**config.mk**
```make
export PLATFORM = sky130hd
export DESIGN_NAME = fmqd_front
export DESIGN_NICKNAME = d
export VERILOG_FILES = /design/src/hw/rtl/fmqd_pkg.sv /design/src/hw/rtl/fmqd_front.sv
export SDC_FILE = /design/constraint.sdc
export NUM_CORES = 2
export LEC_CHECK = 0
export BUFFER_PORTS_ARGS = -buffer_cell sky130_fd_sc_hd__buf_4
export CORE_ASPECT_RATIO = 0.75
export CORE_MARGIN = 2
export CORE_UTILIZATION = 45
export DETAILED_ROUTE_END_ITERATION = 7
export PLACE_DENSITY_LB_ADDON = 0.08
export SETUP_SLACK_MARGIN = 0.5
export SLEW_MARGIN = 20
export SYNTH_ARGS = -nofsm -noshare
export SYNTH_HDL_FRONTEND = slang
export SYNTH_SLANG_ARGS = --single-unit
export TNS_END_PERCENT = 30
```
**constraint.sdc**
```tcl
create_clock -name clk -period 16.44 [get_ports clk]
set_input_delay 0.822 -clock clk [delete_from_list [all_inputs] [get_ports clk]]
set_output_delay 0.822 -clock clk [all_outputs]
set_load 0.005 [all_outputs]
```
**src/hw/rtl/fmqd_pkg.sv**
```systemverilog
// Shared constants, types and the CORDIC arctangent table of the FM demodulator.
package fmqd_pkg;

    localparam int SAMPLE_BITS_DEF   = 12;
    localparam int CORDIC_STAGES_DEF = 16;
    localparam int MAX_STAGES        = 20;

    localparam int PHASE_BITS     = 32;
    localparam int ANGLE_BITS     = 16;
    localparam int GAIN_BITS      = 16;
    localparam int ALPHA_BITS     = 16;
    localparam int AUDIO_BITS     = 16;
    localparam int ACC_BITS       = 24;
    localparam int CFG_INDEX_BITS = 2;
    localparam int CFG_DATA_BITS  = 16;

    localparam logic [CFG_INDEX_BITS-1:0] REG_GAIN_SCALE    = 2'd0;
    localparam logic [CFG_INDEX_BITS-1:0] REG_SMOOTH_COEF   = 2'd1;
    localparam logic [CFG_INDEX_BITS-1:0] REG_DEEMPH_ENABLE = 2'd2;

    localparam logic [GAIN_BITS-1:0] GAIN_RESET = 16'd4096;

    typedef logic [PHASE_BITS-1:0] phase_t;

    localparam phase_t PHASE_PI    = 32'h8000_0000;
    localparam phase_t ANGLE_ROUND = 32'h0000_8000;

    // Pipeline control that travels alongside each word.
    typedef struct packed {
        logic valid;
        logic eob;
        logic zero;
    } ctl_t;

    // Configuration register file as seen by the back end.
    typedef struct packed {
        logic [GAIN_BITS-1:0]  gain_scale;
        logic [ALPHA_BITS-1:0] smooth_coef;
        logic                  deemph_enable;
    } cfg_t;

    // atan(2^-k) with 2^32 standing for a full turn.
    function automatic phase_t atan_entry(input int k);
        phase_t v;
        case (k)
            0:       v = 32'd536870912;
            1:       v = 32'd316933406;
            2:       v = 32'd167458907;
            3:       v = 32'd85004756;
            4:       v = 32'd42667331;
            5:       v = 32'd21354465;
            6:       v = 32'd10679838;
            7:       v = 32'd5340245;
            8:       v = 32'd2670163;
            9:       v = 32'd1335087;
            10:      v = 32'd667544;
            11:      v = 32'd333772;
            12:      v = 32'd166886;
            13:      v = 32'd83443;
            14:      v = 32'd41722;
            15:      v = 32'd20861;
            16:      v = 32'd10430;
            17:      v = 32'd5215;
            18:      v = 32'd2608;
            19:      v = 32'd1304;
            default: v = '0;
        endcase
        return v;
    endfunction

endpackage

```
**src/hw/rtl/fmqd_front.sv**
```systemverilog
// Conjugate product of the current and previous sample and the pi pre-rotation.
module fmqd_front #(
    parameter int SAMPLE_BITS = fmqd_pkg::SAMPLE_BITS_DEF,
    parameter int CW          = 2 * fmqd_pkg::SAMPLE_BITS_DEF + 3
) (
    input  logic                          clk,
    input  logic                          rst_n,
    input  logic                          adv,
    input  logic                          in_valid,
    input  logic signed [SAMPLE_BITS-1:0] sample_i,
    input  logic signed [SAMPLE_BITS-1:0] sample_q,
    input  logic                          eob,
    output logic signed [CW-1:0]          x,
    output logic signed [CW-1:0]          y,
    output fmqd_pkg::phase_t              z,
    output fmqd_pkg::ctl_t                ctl
);
    import fmqd_pkg::*;

    localparam int PW = 2 * SAMPLE_BITS;

    logic signed [SAMPLE_BITS-1:0] last_i_reg;
    logic signed [SAMPLE_BITS-1:0] last_q_reg;
    logic signed [PW-1:0]          p_ii_reg;
    logic signed [PW-1:0]          p_qq_reg;
    logic signed [PW-1:0]          p_qi_reg;
    logic signed [PW-1:0]          p_iq_reg;
    logic                          p_valid_reg;
    logic                          p_eob_reg;

    logic signed [CW-1:0] di;
    logic signed [CW-1:0] dq;
    logic                 neg;

    logic signed [CW-1:0] x_reg;
    logic signed [CW-1:0] y_reg;
    phase_t               z_reg;
    ctl_t                 ctl_reg;

    always_ff @(posedge clk or negedge rst_n)
    begin
        if (!rst_n)
        begin
            last_i_reg  <= '0;
            last_q_reg  <= {1'b0, {(SAMPLE_BITS-1){1'b1}}};
            p_valid_reg <= 1'b0;
            p_eob_reg   <= 1'b0;
            ctl_reg     <= '0;
        end
        else if (adv)
        begin
            p_valid_reg   <= in_valid;
            p_eob_reg     <= eob;
            ctl_reg.valid <= p_valid_reg;
            ctl_reg.eob   <= p_eob_reg;
            ctl_reg.zero  <= (di == '0) && (dq == '0);
            if (in_valid)
            begin
                last_i_reg <= sample_i;
                last_q_reg <= sample_q;
            end
        end
    end

    assign di  = CW'(p_ii_reg) + CW'(p_qq_reg);
    assign dq  = CW'(p_qi_reg) - CW'(p_iq_reg);
    assign neg = di[CW-1];

    always_ff @(posedge clk)
    begin
        if (adv)
        begin
            p_ii_reg <= sample_i * last_i_reg;
            p_qq_reg <= sample_q * last_q_reg;
            p_qi_reg <= sample_q * last_i_reg;
            p_iq_reg <= sample_i * last_q_reg;
            // A vector in the left half plane is turned by pi first.
            x_reg    <= neg ? -di : di;
            y_reg    <= neg ? -dq : dq;
            z_reg    <= neg ? PHASE_PI : '0;
        end
    end

    assign x   = x_reg;
    assign y   = y_reg;
    assign z   = z_reg;
    assign ctl = ctl_reg;

endmodule

```
==> implementation parameters <==
Parameter                              Value

Critical path
  Worst setup EP type ... flip-flop
  CP bufs+invs ... 3
  Type of the setup path with the least slack ... reg -> reg
  Startpoint of the most critical register-to-register path ... last_q_reg[0]$_DFFE_PN1P_
  Number of cells on the worst reg-to-reg path ... 19
  Data required time at the worst endpoint ... between 15 and 20 ns
  Worst Setup SP ... last_q_reg[0]$_DFFE_PN1P_
  Startpoint Class ... flip-flop
  Kind of cell adding the most delay to the critical path ... adder cells
  Worst-path cell chain ... nand2_1 > fa_1 > inv_1 > ha_1 > fa_1 > inv_1 > fa_1 > fa_1 > inv_1 > ha_1 > a21oi_1 > o21ai_0 > a21oi_1 > o21ai_0 > a21oi_1 > o21ai_0 > o41ai_1 > or4b_2 > o211ai_1
  Most used cell, CP ... sky130_fd_sc_hd__fa_1
  Worst Path Max Fanout ... 25
  Stage delay of the slowest cell on the critical path ... approximately 0.94 ns
  Levels on crit path ... 19
  Slowest library cell on the worst path ... sky130_fd_sc_hd__dfstp_2
  Arrival time reported for the critical path endpoint ... 7.16 ns

Timing
  Fmax ... about 0.15 GHz
  Final-report max-slew violation count ... 0
  Number of setup violations in the final report ... 0
  Count of endpoints failing hold in the final timing report ... 0
  Slew at the pin with the worst max-slew slack ... a little over 1 ns
  Final-layout worst hold slack ... between 0.2 and 0.3 ns
  RSZ-0062 raised after global routing ... false
  Total negative slack for setup checks ... 0 ns
  Setup clock skew after layout ... ~0.022 ns
  Post-route minimum period ... a little under 7 ns
  Final cycle utilization of the critical path ... 0.4144
  Relative slew margins ... 0.3208

Die
  Die area ... about 70000 um^2
  Effective utilization at floorplan ... 0.4542
  Chip Height ... about 230 um
  IO Count ... approximately 120
  Core footprint ... just under 70000 um^2
  DIE WIDTH ... roughly 300 um
  Number of placement rows ... 83

Synth
  Number of warnings reported in the yosys synthesis log ... 0
  Most instantiated library cell after synthesis ... sky130_fd_sc_hd__inv_1
  Portion of synthesized cell area occupied by the leading cell type ... 0.3568
  Number of flops mapped to enable cells by yosys ... approximately 150
  Share of flip-flops with an asynchronous set or reset after synthesis ... 0.1611
  Number of register bits inferred by synthesis ... 180
  Most used DFF post-synth ... sky130_fd_sc_hd__edfxtp_1
  Top area cells in the synthesized netlist ... sky130_fd_sc_hd__fa_1, sky130_fd_sc_hd__edfxtp_1, sky130_fd_sc_hd__ha_1, sky130_fd_sc_hd__inv_1, sky130_fd_sc_hd__nand2_1
  Library cell occupying the most area in the post-synthesis netlist ... sky130_fd_sc_hd__fa_1
  Gate Count Post-Synth ... approximately 3300
  Average cell area after synthesis ... about 9.6 um^2
  Commonest cells post-synth ... sky130_fd_sc_hd__inv_1, sky130_fd_sc_hd__fa_1, sky130_fd_sc_hd__nand2_1, sky130_fd_sc_hd__ha_1, sky130_fd_sc_hd__and2_1
  Unique cell type count in the Yosys netlist ... 83
  Synth Cell Area ... slightly above 30000 um^2
  Post-synthesis sequential area ratio ... 0.1697

CTS
  Clock tree root buffer cell ... sky130_fd_sc_hd__clkbuf_16
  Clock tree from TritonCTS ... done
  Number of cells upsized or downsized after cts ... 0
  Clock tree sinks ... between 150 and 200
  Post-CTS Repair Setup Buffers ... 0
  Max clock buf depth ... 2
  Register clock-pin slew on the reported worst setup and hold paths ... 0.08 ns
  Num CTS Buffers ... 17
  Worst skew pair latency ... 0.52 ns
  Number of hold buffers added after cts ... 0
  H-tree depth ... 4

Routing
  Initial DRC Count ... between 1500 and 2000
  Drt drc ... 0
  Avg WL per Cell ... about 17 um
  Number of antenna-violating nets in the routed design ... 0
  Final wirelength ... 71850 um
  Count of vias placed by the detailed router ... around 22000
  Number of detailed-routing iterations run before antenna repair ... 5
  Detailed-route vias per instance ... between 5 and 6

Run
  Count of max-cap constraint violations ... 0

Global route
  Total congestion overflow after global routing ... 0
  First-pass GRT wire length ... around 120000 um
  Global-route usage over all layers ... 0.2186
  Via count of the first global-routing pass ... 22262
  Pin count of the biggest net entering global routing ... 63
  Initial antenna violation count ... 2

Status
  Outcome ... finished, final reports clean

Placement
  Final HPWL DP ... 55070 um
  Number of input and output port buffers inserted ... between 80 and 90
  RePlAce Congestion ... between 0.8 and 0.9
  Placed standard-cell area ... 32470 um^2

Min path
  Hold crit path type ... in -> async

Cells and area
  Cell area after layout ... approximately 33000 um^2
  Post-layout nets ... between 4000 and 5000
  Antenna Diode Count ... 0
  Fraction of final layout cells with drive strength greater than 1 ... 0.06343
  Area added between synthesis and finish ... 6.356%
  Utilization of the core after routing ... 0.4831
-- logic make-up after synthesis --
| group | after synthesis | synth area share |
|---|---|---|
| compound gates | 316 | 0.06979 |
| other cells | 1 | 0.0001206 |
| buf+inv | 864 | 0.1081 |
| simple gates | 889 | 0.1363 |
| fa+ha+maj | 808 | 0.4590 |
| mux | 30 | 0.01079 |
| flops | 180 | 0.1697 |
| xor+xnor | 164 | 0.04621 |
-- placed cells by master (no fill, tap or decap), drive strengths merged, types with 9 or more instances in the layout --
cell	netlist	routed
nand3	29	29
xor2	33	33
a21o	22	22
and3	21	21
xnor2	131	131
a21boi	15	15
nand2b	26	26
dfrtp	18	18
a211oi	15	15
and2	185	185
nor2b	14	14
o31ai	9	9
mux2	28	28
inv	721	730
o211ai	11	11
o21ai	71	71
or3	11	11
o21a	16	16
or2	10	10
conb	1	33
dfstp	11	11
a2111oi	9	9
clkbuf	109	21
buf	32	104
nand2	411	411
a21oi	70	70
edfxtp	151	151
ha	254	254
nor2	121	121
nor3	30	30
fa	554	554
a31oi	13	13
-- worst paths after layout --
| kind | end | slack (ns) |
|---|---|---|
| setup / recovery | p_qq_reg[22]$_DFFE_PP_ | 9.63 |
| hold / removal | ctl[2]$_DFFE_PN0P_ | 0.25 |
| setup reg to reg | p_qq_reg[22]$_DFFE_PP_ | 9.63 |
| hold reg to reg | ctl[2]$_DFFE_PN0P_ | 0.51 |
| max in group asynchronous | last_q_reg[8]$_DFFE_PN1P_ | 15.83 |
| min in group clk | ctl[2]$_DFFE_PN0P_ | 0.51 |
-- layer usage --
metal | routed length [um] | global-route usage | up-vias
met5 | 30 | 0 | -
met4 | 1081 | 0.05091 | 4
met3 | 5053 | 0.04261 | 47
met2 | 28440 | 0.2959 | 599
met1 | 37250 | 0.3532 | 10880
li1 | - | - | 10009
-- worst register-to-register path, cell delays in order (launching register included) --
cell	delay [ns]
sky130_fd_sc_hd__dfstp_2	0.94
sky130_fd_sc_hd__nand2_1	0.18
sky130_fd_sc_hd__fa_1	0.56
sky130_fd_sc_hd__inv_1	0.04
sky130_fd_sc_hd__ha_1	0.29
sky130_fd_sc_hd__fa_1	0.53
sky130_fd_sc_hd__inv_1	0.06
sky130_fd_sc_hd__fa_1	0.48
sky130_fd_sc_hd__fa_1	0.49
sky130_fd_sc_hd__inv_1	0.04
sky130_fd_sc_hd__ha_1	0.30
sky130_fd_sc_hd__a21oi_1	0.22
sky130_fd_sc_hd__o21ai_0	0.12
sky130_fd_sc_hd__a21oi_1	0.26
sky130_fd_sc_hd__o21ai_0	0.13
sky130_fd_sc_hd__a21oi_1	0.37
sky130_fd_sc_hd__o21ai_0	0.28
sky130_fd_sc_hd__o41ai_1	0.61
sky130_fd_sc_hd__or4b_2	0.64
sky130_fd_sc_hd__o211ai_1	0.11
-- per-stage QoR --
stage	instances	worst slack [ns]
final	4171	9.627
after global routing	4171	9.133
after CTS	4171	9.658
after detailed placement	4139	9.488
after global placement	4139	9.553
after floorplan	3284	10.36
-- area by class of cell --
class,count,area (um^2)
inverters,723,2714
clock buffers,21,481.7
flip-flops and latches,180,5275
fillers,6493,35380
multi-input cells,2240,22590
well taps,892,1116
clock inverters,11,103.9
repair buffers,104,784.5
Power is left out: the tool's default activity adds up to more than one toggle a clock period on the data nets, which glitch-free logic cannot reach.
