`config.mk`:
```
export PLATFORM = sky130hd
export DESIGN_NAME = fmqd_cordic_cell
export DESIGN_NICKNAME = d
export VERILOG_FILES = /design/src/hw/rtl/fmqd_pkg.sv /design/src/hw/rtl/fmqd_cordic_cell.sv
export SDC_FILE = /design/constraint.sdc
export NUM_CORES = 1
export LEC_CHECK = 0
export ABC_CLOCK_PERIOD_IN_PS = 1400
export BUFFER_PORTS_ARGS = -buffer_cell sky130_fd_sc_hd__buf_4
export CAP_MARGIN = 40
export CORE_MARGIN = 2
export CORE_UTILIZATION = 59
export CTS_CLUSTER_DIAMETER = 60
export CTS_CLUSTER_SIZE = 16
export DETAILED_ROUTE_END_ITERATION = 6
export PLACE_DENSITY = 0.87
export SYNTH_ARGS = -nofsm -noshare
export SYNTH_HDL_FRONTEND = slang
export SYNTH_SLANG_ARGS = --single-unit
```
`constraint.sdc`:
```
create_clock -name clk -period 1.4 [get_ports clk]
set_input_delay 0.28 -clock clk [delete_from_list [all_inputs] [get_ports clk]]
set_output_delay 0.28 -clock clk [all_outputs]
set_load 0.02 [all_outputs]
```
`src/hw/rtl/fmqd_pkg.sv`:
```
// Shared constants, types and the CORDIC arctangent table of the FM demodulator.
package fmqd_pkg;

    localparam int SAMPLE_BITS_DEF   = 12;
    localparam int CORDIC_STAGES_DEF = 16;
    localparam int MAX_STAGES        = 20;

    localparam int PHASE_BITS     = 32;
    localparam int ANGLE_BITS     = 16;
    localparam int GAIN_BITS      = 16;
    localparam int ALPHA_BITS     = 16;
    localparam int AUDIO_BITS     = 16;
    localparam int ACC_BITS       = 24;
    localparam int CFG_INDEX_BITS = 2;
    localparam int CFG_DATA_BITS  = 16;

    localparam logic [CFG_INDEX_BITS-1:0] REG_GAIN_SCALE    = 2'd0;
    localparam logic [CFG_INDEX_BITS-1:0] REG_SMOOTH_COEF   = 2'd1;
    localparam logic [CFG_INDEX_BITS-1:0] REG_DEEMPH_ENABLE = 2'd2;

    localparam logic [GAIN_BITS-1:0] GAIN_RESET = 16'd4096;

    typedef logic [PHASE_BITS-1:0] phase_t;

    localparam phase_t PHASE_PI    = 32'h8000_0000;
    localparam phase_t ANGLE_ROUND = 32'h0000_8000;

    // Pipeline control that travels alongside each word.
    typedef struct packed {
        logic valid;
        logic eob;
        logic zero;
    } ctl_t;

    // Configuration register file as seen by the back end.
    typedef struct packed {
        logic [GAIN_BITS-1:0]  gain_scale;
        logic [ALPHA_BITS-1:0] smooth_coef;
        logic                  deemph_enable;
    } cfg_t;

    // atan(2^-k) with 2^32 standing for a full turn.
    function automatic phase_t atan_entry(input int k);
        phase_t v;
        case (k)
            0:       v = 32'd536870912;
            1:       v = 32'd316933406;
            2:       v = 32'd167458907;
            3:       v = 32'd85004756;
            4:       v = 32'd42667331;
            5:       v = 32'd21354465;
            6:       v = 32'd10679838;
            7:       v = 32'd5340245;
            8:       v = 32'd2670163;
            9:       v = 32'd1335087;
            10:      v = 32'd667544;
            11:      v = 32'd333772;
            12:      v = 32'd166886;
            13:      v = 32'd83443;
            14:      v = 32'd41722;
            15:      v = 32'd20861;
            16:      v = 32'd10430;
            17:      v = 32'd5215;
            18:      v = 32'd2608;
            19:      v = 32'd1304;
            default: v = '0;
        endcase
        return v;
    endfunction

endpackage

```
`src/hw/rtl/fmqd_cordic_cell.sv`:
```
// One vectoring CORDIC micro-rotation, registered.
module fmqd_cordic_cell #(
    parameter int CW    = 2 * fmqd_pkg::SAMPLE_BITS_DEF + 3,
    parameter int STAGE = 0
) (
    input  logic                 clk,
    input  logic                 rst_n,
    input  logic                 adv,
    input  logic signed [CW-1:0] x_in,
    input  logic signed [CW-1:0] y_in,
    input  fmqd_pkg::phase_t     z_in,
    input  fmqd_pkg::ctl_t       ctl_in,
    output logic signed [CW-1:0] x_out,
    output logic signed [CW-1:0] y_out,
    output fmqd_pkg::phase_t     z_out,
    output fmqd_pkg::ctl_t       ctl_out
);
    import fmqd_pkg::*;

    localparam phase_t ATAN = atan_entry(STAGE);

    logic signed [CW-1:0] xs;
    logic signed [CW-1:0] ys;
    logic signed [CW-1:0] x_next;
    logic signed [CW-1:0] y_next;
    phase_t               z_next;

    logic signed [CW-1:0] x_reg;
    logic signed [CW-1:0] y_reg;
    phase_t               z_reg;
    ctl_t                 ctl_reg;

    always_comb
    begin
        xs = x_in >>> STAGE;
        ys = y_in >>> STAGE;
        if (!y_in[CW-1])
        begin
            x_next = x_in + ys;
            y_next = y_in - xs;
            z_next = z_in + ATAN;
        end
        else
        begin
            x_next = x_in - ys;
            y_next = y_in + xs;
            z_next = z_in - ATAN;
        end
    end

    always_ff @(posedge clk or negedge rst_n)
    begin
        if (!rst_n)
        begin
            ctl_reg <= '0;
        end
        else if (adv)
        begin
            ctl_reg <= ctl_in;
        end
    end

    always_ff @(posedge clk)
    begin
        if (adv)
        begin
            x_reg <= x_next;
            y_reg <= y_next;
            z_reg <= z_next;
        end
    end

    assign x_out   = x_reg;
    assign y_out   = y_reg;
    assign z_out   = z_reg;
    assign ctl_out = ctl_reg;

endmodule

```
==> results of run 1 <==
## logic make-up after synthesis
| kind of cell | count (synthesis) |
|---|---|
| AOI/OAI and AO/OA | 259 |
| muxes | 8 |
| xor gates and xnor gates | 46 |
| buffers and inverters | 120 |
| adders and majority gates | 82 |
| DFF | 88 |
| and+or+nand+nor | 168 |
## cell usage after synthesis (14+ instances only)
| cell | instances | area (sq um) |
|---|---|---|
| nor2_1 | 46 | 172.7 |
| nand2_1 | 33 | 123.9 |
| o21bai_1 | 14 | 105.1 |
| xnor2_1 | 38 | 332.8 |
| nor3_1 | 22 | 110.1 |
| a21o_1 | 26 | 195.2 |
| clkbuf_1 | 19 | 71.32 |
| a211oi_1 | 14 | 105.1 |
| ha_1 | 78 | 975.9 |
| edfxtp_1 | 85 | 2552 |
| inv_1 | 79 | 296.5 |
| a21oi_1 | 86 | 430.4 |
| o21ai_0 | 41 | 205.2 |
## through the flow
stage          setup slack (ns)  hold slack [ns]  TNS (ns)
3_5_place_dp             -1.821          0.07331    -64.36
2_1_floorplan            -1.376         -0.01559    -35.26
3_3_place_gp             -1.664          0.06723    -57.29
==> out/results.txt, run 1 <==
Outcome = stopped before the end
Last stage = clock tree synthesis (4_1_cts)
Log Error = [ERROR DPL-0038] Utilization greater than 100%, impossible to legalize
Initial Util = 60.21%
Die width = 114.5 microns
Postcts setup bufs = 48
Clock sink total = 88
Post-synthesis net count = 945
Synth Area in XOR/XNOR = 5.594%
CTS root buf = clkbuf_16
Post-DP Area = 10650 sq um
Sequential-to-total area share from yosys stat = 36.48%
Htree depth = 3
Dpl cells = 1292
Syn Inst Count = 771
CTS Buffer Depth = 2
Mux contribution to synthesized area = 1.181%
Fraction of registers with async set/reset = 3.409%
Main combinational cell family by area after synthesis = compound AO/OA/AOI/OAI gates
HPWL after DPL = 21950 microns
Yosys Warn Count = 0
Post-cts sizing count = 167
Distinct cells, synth = 67
#FFs+latches synth = 88
Synthesized area per cell = 9.341 sq um
Post-synth EDFFs = 85
Cts bufs inserted = 9
Compound-Gate Fraction of Synth Area = 23.99%
Row cnt = 40
I/O pins = 181
Area share of fa/ha/maj cells after synthesis = 14.66%
Chip Height = 114.5 microns
PortBufs = 180
Cts hold-fix bufs = 1
Synth Area in Simple Gates = 11.48%
Top FF cell, synth = edfxtp_1
Mapped cell area = 7202 sq um
Final RePlAce weighted congestion = 0.9939
==> run 2: changes to the inputs <==
--- a/config.mk
+++ b/config.mk
@@ -9,11 +9,9 @@
 export BUFFER_PORTS_ARGS = -buffer_cell sky130_fd_sc_hd__buf_4
 export CAP_MARGIN = 40
 export CORE_MARGIN = 2
-export CORE_UTILIZATION = 59
-export CTS_CLUSTER_DIAMETER = 60
-export CTS_CLUSTER_SIZE = 16
+export CORE_UTILIZATION = 40
 export DETAILED_ROUTE_END_ITERATION = 6
-export PLACE_DENSITY = 0.87
+export PLACE_DENSITY_LB_ADDON = 0.15
 export SYNTH_ARGS = -nofsm -noshare
 export SYNTH_HDL_FRONTEND = slang
 export SYNTH_SLANG_ARGS = --single-unit
==> out/results.txt, run 2 <==
Outcome = complete, but fails checks
Failing checks = negative setup slack
CP Data Required Time = 1.51 ns
I/O pins = 181 (unchanged)
Util after Layout = 68.92%
Aggregate global routing overflow = 0
Max Fclk = 0.3658 GHz
Initial Util = 40.37% (-20 points)
DR vias/cell = 5.282
Clk slew on worst S/H paths = 0.08 ns
PortBufs = 180 (unchanged)
Synth area leaders = edfxtp_1, ha_1, a21oi_1, xnor2_1, inv_1
Worst slew pin tran = 0.4871 ns
R2r endpoint = ctl_out[2]
Drt total wl = 25270 microns
Final setup vio count = 49
Setup ws final = -1.334 ns
Worst reg2reg setup slack = 0.65 ns
Area growth syn-to-layout = 70.74%
Die width = 138.2 microns (+21%)
Cell Pwr Density = 900.5 nW/um^2
Distinct cells, synth = 67 (unchanged)
Drt first pass iters = 5
Clock power share = 22.4%
Slowest stage delay, CP = 0.48 ns
Post-synth EDFFs = 85 (unchanged)
Antenna viol nets, final = 0
CTS root buf = clkbuf_16
Worst slew margin = 67.12%
GRT Util Overall = 25.41%
RSZ-0062 raised after global routing = yes
Period minus WS final = 2.734 ns
TritonCTS clock tree = done
Final #Nets = 1383
CTS Buffer Depth = 2 (unchanged)
Worst hold stages = 1
Vias in the first global route = 7396
Core region area = 17840 sq um
CP arrival = 2.84 ns
#FFs+latches synth = 88 (unchanged)
Most frequent cell after synthesis = a21oi_1
Reg2reg path depth = 1
First-pass GRT wire length = 38990 microns
Most common cell after layout, fill and taps aside = buf_4
Clock sink total = 88 (unchanged)
Vias = 7622
Share of the synthesized area in the top cell type = 35.44% (unchanged)
Htree depth = 3 (unchanged)
Fraction of layout cells with a size suffix above 1 = 53.29%
Min-delay src = z_in[1]
Final worst path period share = 195.3%
Int Power = 7.090 mW
Most frequent cells after synthesis = a21oi_1, edfxtp_1, inv_1
Syn Inst Count = 771 (unchanged)
P_sw = 3.983 mW
Fin cells = 1443
Leakage = 5.595 nW
Final RePlAce weighted congestion = 0.9196 (-7.5%)
Initial antenna violation count = 0
Top FF cell, synth = edfxtp_1
Type of the worst setup path = input pin to flip-flop
Synth area leader = edfxtp_1
Cts bufs inserted = 9 (unchanged)
Ant diodes = 0
Largest net degree at the start of global routing = 54
Clk_skew = 0 ns
Power, Total = 11.07 mW
Crit path launch type = input pin
Worst path slowest cell = o41a_4
HP Class = input pin to flip-flop
DIE AREA = 19090 sq um
Max reg flops = 32
Sequential share of power = 31.3%
Worst IR drop on VDD = 0.8351 mV
Max-cap viol count = 0
Row cnt = 49 (+23%)
Origin of the critical flop-to-flop path = ctl_out[2]
Hold endpoint = z_out[1]
WP buf/inv = 1
Worst-Skew Late Latency = 0.35 ns
HPWL after DPL = 19000 microns (-13%)
Chip Height = 138.2 microns (+21%)
Dpl cells = 1385 (+7.2%)
Yosys Warn Count = 0 (unchanged)
Final Hold Viols = 0
Slew Limit Fails = 0
Logic gate share of total power = 46.4%
Net Sw Frac = 35.97%
Wire length per cell = 17.51 microns
Most frequent cells in the layout = buf_4, edfxtp_1, inv_1
Fraction of registers with async set/reset = 3.409% (unchanged)
Synthesized area per cell = 9.341 sq um (unchanged)
Top delay family on crit path = compound AO/OA/AOI/OAI gates
Post-synthesis net count = 945 (unchanged)
Worst path cell trace = buf_8 > ha_4 > fa_2 > nor2b_4 > o311ai_4 > a31oi_4 > o41a_4 > a2111oi_4 > nor2_2 > a221oi_2 > xnor2_1
1st-iter DRT viols = 503
Critical Path End Type = flip-flop
Sequential-to-total area share from yosys stat = 36.48% (unchanged)
Crit Path Max Fanout = 3
Mapped cell area = 7202 sq um (unchanged)
DR DRC count = 0
## run 2: cell counts after synthesis
Identical to the previous run, type by type.
## run 2: what timing repair did
| item | 4_1_cts | 5_1_grt |
|---|---|---|
| resized for setup | 105 | 84 |
| buffers inserted | 27 | 20 |
| pin swaps | 67 | 62 |
| endpoints found under the setup margin | 48 | 50 |
| endpoints found under the hold margin | 3 | 0 |
| hold buffers | 1 | 0 |
## run 2: worst max path at each step
stage,start,depth (start not counted),endpoint
after floorplan,x_in[0],10,y_out[24]
after detailed placement,x_in[0],11,y_out[24]
after global placement,x_in[0],11,y_out[24]
after global routing,x_in[0],11,y_out[24]
final,x_in[0],11,y_out[24]
after CTS,x_in[0],11,y_out[24]
## run 2: area by class of cell
class,instances,area (sq um)
Clock buffer,9,225.2
Tap cell,229,286.5
Timing Repair Buffer,462,3661
Clock inverter,7,73.82
Sequential cell,88,2628
Multi-Input combinational cell,563,5067
Inverter,85,355.3
Fill cell,1394,5544
## run 2: power groups by stage
stage	logic (mW)	registers (mW)	clock network, mW
after floorplan	1.79	3.96	0
after global placement	4.35	3.51	0
after detailed placement	4.38	3.52	0
after CTS	4.78	3.46	2.51
after global routing	5.46	3.50	2.62
final	5.14	3.46	2.48
## run 2: metal layers
layer / share of wire (%) / up-vias / wire length, microns / global-route usage, %
li1: - / 3665 / - / -
met1: 43 / 3623 / 10910 / 34.09
met2: 48 / 288 / 12160 / 41.53
met3: 6.4 / 46 / 1614 / 4.745
met4: 2.3 / 0 / 585 / 8.593
met5: 0 / - / 0 / 0
## run 2: kinds of logic after synthesis
kind of cell             synth area share [%]
multiplexers                            1.181
AND/OR/NAND/NOR                         11.48
adder cells (fa/ha/maj)                 14.66
flip-flops                              36.48
XOR/XNOR                                5.594
buffers and inverters                   6.602
AO/OA/AOI/OAI                           23.99
## run 2: per-stage QoR
| step | instance area, sq um | setup slack (ns) | setup TNS [ns] | hold slack [ns] |
|---|---|---|---|---|
| after global placement | 10840 | -1.744 | -58.47 | 0.07107 |
| final | 12300 | -1.334 | -38.95 | 0.08587 |
| after detailed placement | 10840 | -1.792 | -59.33 | 0.07300 |
| after global routing | 12300 | -1.405 | -41.72 | 0.07997 |
| after CTS | 11840 | -1.279 | -37.22 | 0.07935 |
| after floorplan | 7540 | -1.376 | -35.26 | -0.01559 |
(Power assumes the default switching activity.)
==> run 3: changes to the inputs <==
--- a/config.mk
+++ b/config.mk
@@ -5,6 +5,7 @@
 export SDC_FILE = /design/constraint.sdc
 export NUM_CORES = 1
 export LEC_CHECK = 0
+export ABC_AREA = 1
 export ABC_CLOCK_PERIOD_IN_PS = 1400
 export BUFFER_PORTS_ARGS = -buffer_cell sky130_fd_sc_hd__buf_4
 export CAP_MARGIN = 40
==> out/results.txt, run 3 <==
Area share of fa/ha/maj cells after synthesis = 12.02% (-2.6 points)
Mapped cell area = 8783 sq um (+22%)
Power, Total = 12.20 mW (+10%)
Share of the synthesized area in the top cell type = 29.06% (-6.4 points)
Fraction of registers with async set/reset = 3.409% (unchanged)
Vias in the first global route = 9418 (+27%)
Syn Inst Count = 1244 (+61%)
Crit Path Max Fanout = 7 (+4)
Worst path slowest cell = ha_4
GRT Util Overall = 26.57% (+1.2 points)
RSZ-0062 raised after global routing = yes
Drt first pass iters = 5 (unchanged)
HP Class = input pin to flip-flop
Final #Nets = 1797 (+30%)
Final instance area = 15030 sq um (+22%)
HPWL after DPL = 25420 microns (+34%)
TritonCTS clock tree = done
DIE AREA = 23160 sq um (+21%)
Min-delay src = z_in[0]
Wire length per cell = 16.92 microns (-3.4%)
Setup TNS = -9.135 ns (+29.82 ns)
Worst-Skew Late Latency = 0.35 ns (about the same)
Most frequent cells after synthesis = nand2_1, inv_1, nand3_1
CP Data Required Time = 1.52 ns (about the same)
CTS Buffer Depth = 2 (unchanged)
Worst Setup SP = x_in[6]
Slew Limit Fails = 0 (unchanged)
Distinct cells, synth = 47 (-30%)
Most frequent cells in the layout = buf_4, nand2_1, inv_1
Sequential-to-total area share from yosys stat = 29.91% (-6.6 points)
Max reg flops = 32 (unchanged)
Critical Path End Type = flip-flop
Initial antenna violation count = 0 (unchanged)
Outcome = complete, but fails checks
Area of the multi-input gates = 7368 sq um (+45%)
Initial Util = 40.50% (+0.13 points)
Post-synth EDFFs = 85 (unchanged)
Drt total wl = 32280 microns (+28%)
Core region area = 21690 sq um (+22%)
Synth area leader = edfxtp_1
Area growth syn-to-layout = 71.14%
Period minus WS final = 1.697 ns (-1.037 ns)
CTS root buf = clkbuf_16
Max-cap viol count = 0 (unchanged)
Crit path launch type = input pin
Main combinational cell family by area after synthesis = simple AND/OR/NAND/NOR gates
Most frequent cell after synthesis = nand2_1
Clk_skew = 0 ns (unchanged)
Worst path cell trace = buf_8 > inv_8 > ha_4 > buf_12 > nand2_8 > nor2_4 > nand3_2 > nand3_4 > a21oi_2 > inv_1 > nand2_1 > nand3_1 > nand2_1
Type of the worst setup path = input pin to flip-flop
Final Hold Viols = 0 (unchanged)
Cell Pwr Density = 811.6 nW/um^2 (-9.9%)
Synthesized area per cell = 7.061 sq um (-24%)
Origin of the critical flop-to-flop path = ctl_out[0]
DR vias/cell = 5.129 (-2.9%)
First-pass GRT wire length = 49160 microns (+26%)
I/O pins = 181 (unchanged)
Compound-Gate Fraction of Synth Area = 10.61% (-13 points)
Antenna viol nets, final = 0 (unchanged)
1st-iter DRT viols = 577 (+15%)
Final setup vio count = 46 (-6.1%)
Htree depth = 3 (unchanged)
Final RePlAce weighted congestion = 0.9386 (+2.1%)
Largest net degree at the start of global routing = 37 (-31%)
Chip Height = 152.2 microns (+10%)
DR DRC count = 0 (unchanged)
Worst slew margin = 76.17% (+9.1 points)
Row cnt = 54 (+10%)
Worst slew pin tran = 0.3537 ns (-0.1333 ns)
Yosys Warn Count = 0 (unchanged)
Post-synthesis net count = 1418 (+50%)
Post-DP Area = 12460 sq um (+15%)
WP buf/inv = 4 (+3)
Ant diodes = 0 (unchanged)
#FFs+latches synth = 88 (unchanged)
Failing checks = negative setup slack
Die width = 152.2 microns (+10%)
Vias = 9787 (+28%)
Top FF cell, synth = edfxtp_1
Clock sink total = 88 (unchanged)
PortBufs = 180 (unchanged)
Fraction of layout cells with a size suffix above 1 = 55.71% (+2.4 points)
Aggregate global routing overflow = 0 (unchanged)
Setup ws final = -0.2968 ns (+1.037 ns)
Seq. cell area = 2628 sq um (unchanged)
Leakage = 7.094 nW (+27%)
Most common cell after layout, fill and taps aside = buf_4
Max Fclk = 0.5893 GHz (+61%)
Clk slew on worst S/H paths = 0.07 ns (about the same)
Mux contribution to synthesized area = 0.3846% (-0.80 points)
Filler instances = 1769 (+27%)
WHS = 0.09736 ns (+0.01149 ns)
Synth area leaders = edfxtp_1, nand2_1, ha_1, inv_1, nand3_1
CP arrival = 1.82 ns (-1.02 ns)
Synth Area in Simple Gates = 32.91% (+21 points)
Worst IR drop on VDD = 0.5199 mV (-38%)
Synth Area in XOR/XNOR = 2.393% (-3.2 points)
Top delay family on crit path = simple AND/OR/NAND/NOR gates
Final worst path period share = 121.2% (-74 points)
Cts bufs inserted = 9 (unchanged)
Most frequent cell on the critical path = nand2_1
Slowest stage delay, CP = 0.38 ns (-0.10 ns)
-- run 3: cell count changes in the layout (fill, tap and decap cells not counted), moves of 25 or more --
cell / change
nand3_1: +52
inv_1: +68
nand3_2: +40
a21o_1: -25
nand2_1: +202
buf_4: -92
xnor2_1: -30
nor2_4: +44
nand2_2: +121
inv_2: +25
nand2_4: +26
-- run 3: what timing repair did --
action,in CTS,in global routing
hold endpoints to repair,3,0
buffers inserted,30,24
resized for setup,283,176
hold buffers,1,0
setup endpoints to repair,48,48
pin swaps,158,123
-- run 3: logic make-up after synthesis --
logic type	Yosys count
AOI/OAI and AO/OA	163
and+or+nand+nor	645
adders and majority gates	82
DFF	88
buffers and inverters	239
xor gates and xnor gates	24
muxes	3
-- run 3: path summary, 6_finish.rpt --
kind / to / slack [ns] / depth (start not counted)
setup / recovery: y_out[17] / -0.30 / 13
hold / removal: z_out[0] / 0.1 / 1
setup reg to reg: ctl_out[0] / 0.65 / 1
hold reg to reg: ctl_out[1] / 0.52 / 1
max in group asynchronous: ctl_out[0] / 1.06 / 2
min in group asynchronous: ctl_out[2] / 0.25 / 2
-- run 3: layout make-up --
type / count / area share (%)
clock inverters: 7 / 0.5743
well taps: 280 / 2.331
clock buffers: 9 / 1.498
flip-flops and latches: 88 / 17.48
repair buffers: 404 / 23.11
inverters: 203 / 5.993
multi-input cells: 917 / 49.02
-- run 3: metal layers --
layer,wire length (microns),global-route usage (%)
met5,0,0
met3,1966,3.385
met1,14360,36.92
met2,15060,43.59
met4,891,7.699
-- run 3: metrics by stage --
stage / util (%) / worst slack [ns] / instances
floorplan: - / -0.3460 / 1244
global placement: 57.47 / -0.7296 / 1839
detailed placement: 57.47 / -0.7838 / 1839
CTS: 65.11 / -0.2023 / 1885
global route: 69.31 / -0.3374 / 1908
finish: 69.31 / -0.2968 / 1908
-- run 3: where the power goes --
part | switching (mW) | internal [mW]
Sequential | 0.0992 | 3.29
Combinational | 3.50 | 2.74
Clock | 1.15 | 1.43
Total | 4.75 | 7.45
